## src/design/rvx_pkg.sv

```systemverilog
package rvx_pkg;

	localparam int MEM_BYTES_DEF = 65536;

	localparam logic [6:0] OPC_OP     = 7'h33;
	localparam logic [6:0] OPC_IMM    = 7'h13;
	localparam logic [6:0] OPC_LUI    = 7'h37;
	localparam logic [6:0] OPC_AUIPC  = 7'h17;
	localparam logic [6:0] OPC_JAL    = 7'h6F;
	localparam logic [6:0] OPC_JALR   = 7'h67;
	localparam logic [6:0] OPC_BRANCH = 7'h63;
	localparam logic [6:0] OPC_LOAD   = 7'h03;
	localparam logic [6:0] OPC_STORE  = 7'h23;
	localparam logic [6:0] OPC_SYSTEM = 7'h73;

	localparam logic [6:0] F7_BASE = 7'h00;
	localparam logic [6:0] F7_ALT  = 7'h20;
	localparam logic [6:0] F7_MULDIV = 7'h01;

	localparam logic [2:0] F3_ADD  = 3'd0;
	localparam logic [2:0] F3_SLL  = 3'd1;
	localparam logic [2:0] F3_SLT  = 3'd2;
	localparam logic [2:0] F3_SLTU = 3'd3;
	localparam logic [2:0] F3_XOR  = 3'd4;
	localparam logic [2:0] F3_SRL  = 3'd5;
	localparam logic [2:0] F3_OR   = 3'd6;
	localparam logic [2:0] F3_AND  = 3'd7;

	localparam logic [2:0] F3_MUL    = 3'd0;
	localparam logic [2:0] F3_MULH   = 3'd1;
	localparam logic [2:0] F3_MULHSU = 3'd2;

	localparam logic [2:0] F3_BEQ  = 3'd0;
	localparam logic [2:0] F3_BNE  = 3'd1;
	localparam logic [2:0] F3_BLT  = 3'd4;
	localparam logic [2:0] F3_BGE  = 3'd5;
	localparam logic [2:0] F3_BLTU = 3'd6;
	localparam logic [2:0] F3_BGEU = 3'd7;

	localparam logic [2:0] F3_LB = 3'd0;
	localparam logic [2:0] F3_LH = 3'd1;
	localparam logic [2:0] F3_LW = 3'd2;
	localparam logic [2:0] F3_LHU = 3'd5;

	localparam logic [31:0] ECALL_WORD = 32'h0000_0073;

	localparam logic [2:0] ST_OK    = 3'd0;
	localparam logic [2:0] ST_ILL   = 3'd1;
	localparam logic [2:0] ST_RANGE = 3'd2;
	localparam logic [2:0] ST_HALT  = 3'd3;
	localparam logic [2:0] ST_ENV   = 3'd4;

	typedef enum logic [2:0] {
		KIND_ALU,
		KIND_MUL,
		KIND_DIV,
		KIND_LOAD,
		KIND_STORE
	} kind_t;

	typedef enum logic [2:0] {
		S_CLEAR,
		S_IDLE,
		S_EXEC,
		S_MEM,
		S_DIV,
		S_WB
	} state_t;

	typedef struct packed {
		logic accept;
		logic exec;
		logic div_start;
		logic mem_step;
		logic clr_step;
		logic wb;
	} cmd_t;

	typedef struct packed {
		kind_t kind;
		logic  mem_done;
		logic  div_done;
		logic  clr_done;
	} sts_t;

endpackage

```

## src/design/rvx_ctrl.sv

```systemverilog
module rvx_ctrl (
	input  logic          clk,
	input  logic          arst_n,
	input  logic          in_valid,
	output logic          in_ready,
	output logic          out_valid,
	input  logic          out_ready,
	input  rvx_pkg::sts_t sts,
	output rvx_pkg::cmd_t cmd
);

	rvx_pkg::state_t state_q, state_d;
	logic out_vld_q;

	always_ff @(posedge clk or negedge arst_n) begin
		if (!arst_n) begin
			state_q <= rvx_pkg::S_CLEAR;
			out_vld_q <= 1'b0;
		end else begin
			state_q <= state_d;
			if (cmd.wb) out_vld_q <= 1'b1;
			else if (out_ready) out_vld_q <= 1'b0;
		end
	end

	always_comb begin
		state_d = state_q;
		cmd = '0;
		in_ready = 1'b0;
		case (state_q)
			rvx_pkg::S_CLEAR: begin
				cmd.clr_step = 1'b1;
				if (sts.clr_done) state_d = rvx_pkg::S_IDLE;
			end
			rvx_pkg::S_IDLE: begin
				in_ready = 1'b1;
				if (in_valid) begin
					cmd.accept = 1'b1;
					state_d = rvx_pkg::S_EXEC;
				end
			end
			rvx_pkg::S_EXEC: begin
				cmd.exec = 1'b1;
				case (sts.kind)
					rvx_pkg::KIND_LOAD, rvx_pkg::KIND_STORE: state_d = rvx_pkg::S_MEM;
					rvx_pkg::KIND_DIV: begin
						cmd.div_start = 1'b1;
						state_d = rvx_pkg::S_DIV;
					end
					default: state_d = rvx_pkg::S_WB;
				endcase
			end
			rvx_pkg::S_MEM: begin
				cmd.mem_step = 1'b1;
				if (sts.mem_done) state_d = rvx_pkg::S_WB;
			end
			rvx_pkg::S_DIV: begin
				if (sts.div_done) state_d = rvx_pkg::S_WB;
			end
			rvx_pkg::S_WB: begin
				// hold until the result register is free
				if (!out_vld_q || out_ready) begin
					cmd.wb = 1'b1;
					state_d = rvx_pkg::S_IDLE;
				end
			end
			default: state_d = rvx_pkg::S_IDLE;
		endcase
	end

	assign out_valid = out_vld_q;

endmodule
```

## config.mk

```make
export PLATFORM = sky130hd
export DESIGN_NAME = rvx_ctrl
export DESIGN_NICKNAME = d
export VERILOG_FILES = /design/src/design/rvx_pkg.sv /design/src/design/rvx_ctrl.sv
export SDC_FILE = /design/constraint.sdc
export NUM_CORES = 1
export LEC_CHECK = 0
export BUFFER_PORTS_ARGS = -buffer_cell sky130_fd_sc_hd__buf_2
export CAP_MARGIN = 10
export CELL_PAD_IN_SITES_DETAIL_PLACEMENT = 0
export CELL_PAD_IN_SITES_GLOBAL_PLACEMENT = 2
export CORE_AREA = 8 8 48 50
export CTS_BUF_LIST = sky130_fd_sc_hd__clkbuf_16
export CTS_CLUSTER_DIAMETER = 50
export DETAILED_ROUTE_END_ITERATION = 8
export DIE_AREA = 0 0 56 58
export PLACE_DENSITY_LB_ADDON = 0.1
export SYNTH_ARGS = -nofsm -noshare
export SYNTH_HDL_FRONTEND = slang
export SYNTH_SLANG_ARGS = --single-unit
```

## constraint.sdc

```tcl
create_clock -name clk -period 1.5 [get_ports clk]
set_input_delay 0.15 -clock clk [delete_from_list [all_inputs] [get_ports clk]]
set_output_delay 0.15 -clock clk [all_outputs]
set_load 0.01 [all_outputs]
```

==> flow_metrics.py <==
metrics = {
    "detailed_routing": {
        "met2_length_microns": 373,
        "drt_iter0_drc": 1,
        "top_layer_used": "met4",
        "wire_per_inst_microns": 12.16,
        "route.met3.wl_microns": 69,
        "met1_length_microns": 391,
        "ant_nets": 0,
        "via_per_inst": 4.571,
        "vias": 320,
        "wirelength_microns": 851,
        "drc_errors": 0,
        "dr.pass1.iters": 2,
    },
    "sta": {
        "finalHoldViolations": 0,
        "tns_ps": 0,
        "fin_skew_ps": 1.297,
        "worstMarginPinSlew_ps": 342.7,
        "post-route-min-period_ps": 1400,
        "slew_violations": 0,
        "maxSlewHeadroom_pct": 76.56,
        "min_period_over_period_pct": 93.34,
        "fmax_mhz": 714.3,
        "setup_viol": 0,
        "rsz0062_at_grt": "false",
    },
    "power_and_ir_drop": {
        "seqPwrFrac_pct": 24.7,
        "peakVddDrop_v": 0.0008663,
        "pwr-share-comb_pct": 37.8,
        "p_int_uw": 742.8,
        "leakage_uw": 0.0002577,
        "swShare_pct": 32.35,
        "p_sw_uw": 355.1,
        "clkPwrFrac_pct": 37.4,
        "powerDensity_mw_per_mm2": 2161,
    },
    "placed_design": {
        "dpl.hpwl_microns": 704.1,
        "port_buffers": 17,
        "dpl.cell_count": 62,
        "routabilityCongestion": 0.6705,
    },
    "grt": {
        "grt_pass1_wl_microns": 1552,
        "antenna_found_initial": 0,
        "grt_usage_pct": 5.927,
        "grt-ovfl-total": 0,
        "grt_max_degree": 12,
        "first_global_vias": 370,
    },
    "logic_synthesis": {
        "synth_edf_count": 0,
        "synthesis.area_sq_um": 292.8,
        "synth.avg_cell_area_sq_um": 9.759,
        "async_flop_share_pct": 100.0,
        "synth_nets": 40,
        "synth-seq-cells": 4,
        "synth_cell_types": 20,
        "synth_cells": 30,
        "ys_seq_area_share_pct": 34.19,
        "ys.flop_type": "dfrtp_1",
        "yosysWarnings": 0,
    },
    "layout": {
        "stdcell_count": 70,
        "area_delta_synth_final_pct": 73.50,
        "final_common_cell": "buf_2",
        "layout.nets": 65,
        "final_cell_mix": "buf_2 (17), buf_4 (4), nor2b_1 (3), clkbuf_16 (3), dfrtp_2 (3)",
        "diodes": 0,
        "n_fill_cell": 174,
        "drive_gt1_share_pct": 54.72,
    },
    "floorplan": {
        "row_count": 15,
        "die_x_microns": 56,
        "start_util_pct": 18.14,
        "num_io_pins": 18,
        "die_area_sq_mm": 0.003248,
        "die_y_microns": 58,
        "core_sq_mm": 0.001614,
    },
    "critical_path": {
        "cpLargestDelayFamily": "flip-flops",
        "critical_path_peak_fanout": 7,
        "cp-end-kind": "output port",
        "slowest_delay_ps": 460,
        "cp.buffers_inverters": 1,
        "cp-start-kind": "flip-flop",
        "cp.required_ps": 1350,
        "arrival_ps": 1250,
        "crit_chain": "nor3b_4 -> and3b_1 -> buf_2",
        "cp_slowest_cell": "dfrtp_2",
        "worstSetupPathType": "reg2out",
    },
    "clocking": {
        "numCtsBuffers": 3,
        "clkSlewWorstSetupHoldPaths_ps": 30,
        "clk_path_buf_depth": 2,
        "root_buffer": "clkbuf_16",
        "cts_tree": "yes",
        "clkSinkCount": 4,
        "h-tree-depth": 1,
        "clock_latency_ps": 220,
    },
    "min_path": {
        "hp-class": "in2reg",
    },
    "run": {
        "maxCapViolations": 0,
    },
    "status": {
        "status": "completed",
    },
}
==> state kept, by name, summed over array words and instances (netlist names) <==
signal	flops
out_valid	1
state_q	3
==> power groups by stage <==
stage / sequential [uW] / combinational, uW / clock, uW
finish: 271 / 415 / 411
global route: 285 / 469 / 426
CTS: 285 / 348 / 416
detailed placement: 271 / 331 / 0
global placement: 269 / 333 / 0
floorplan: 195 / 308 / 0
==> cells in the mapped netlist, drive strengths merged (2+ instances only) <==
library cell,number,share of area [%]
a21oi,2,3.4
nor2b,3,6.4
buf,2,6.4
nand2b,2,4.3
and3b,2,6.0
nor3b,3,12
nor3,2,3.4
dfrtp,4,34
==> final timing paths <==
check	cells past startpoint	start	end	slack (ps)
worst max-delay path	3	state_q[2]	cmd[3]	100
worst min-delay path	3	out_ready	out_valid	240
worst max register to register	4	state_q[2]	state_q[0]	260
worst min register to register	2	out_valid	out_valid	530
max in group asynchronous	2	arst_n	state_q[0]	1100
min in group asynchronous	2	arst_n	out_valid	270
==> metrics by stage <==
| step | total power (uW) | util [%] | cell area [sq um] | hold slack (ps) | setup WS (ps) |
|---|---|---|---|---|---|
| final | 1098 | 31.47 | 508.0 | 239.0 | 99.97 |
| after global routing | 1181 | 31.47 | 508.0 | 251.1 | 59.93 |
| after CTS | 1050 | 29.53 | 476.7 | 239.9 | 1.633 |
| after detailed placement | 601.8 | 23.57 | 380.4 | -39.01 | 187.0 |
| after global placement | 602.6 | 23.57 | 380.4 | -37.99 | 197.1 |
| after floorplan | 502.3 | - | 292.8 | -145.6 | 285.8 |
==> what timing repair did <==
item | 4_1_cts | 5_1_grt
gates cloned | 0 | 0
endpoints found under the hold margin | 4 | 0
setup endpoints to repair | 1 | 2
resized for setup | 3 | 1
hold buffers | 1 | 0
buffers inserted | 0 | 4
pin swaps | 0 | 1
==> cell families (layout without fill, tap and decap cells) <==
logic type | count (synthesis) | count (layout) | share of synthesized area, %
simple gates | 17 | 17 | 43.59
flops | 4 | 4 | 34.19
buf+inv | 3 | 26 | 7.692
compound gates | 6 | 6 | 14.53
==> layer usage <==
metal  vias to the layer above  global-route usage, %
met5                         -                      0
met4                         0                  5.155
met3                         2                  2.620
met2                        16                  8.716
met1                       144                  6.328
li1                        158                      -
==> tightest hold or removal path, stage by stage <==
cell	delay, ps
buf_2	70
nand2b_1	130
nand2_1	60
==> cell type report <==
class                      count  area (sq um)  area share (%)
sequential                     4         103.9           20.44
inverter                       1         3.754          0.7389
tap                           17         21.27           4.187
multi-input combinational     23         178.9           35.22
timing repair buffer          22         125.1           24.63
clock buffer                   3         75.07           14.78
Power figures use the tool's default switching activity.
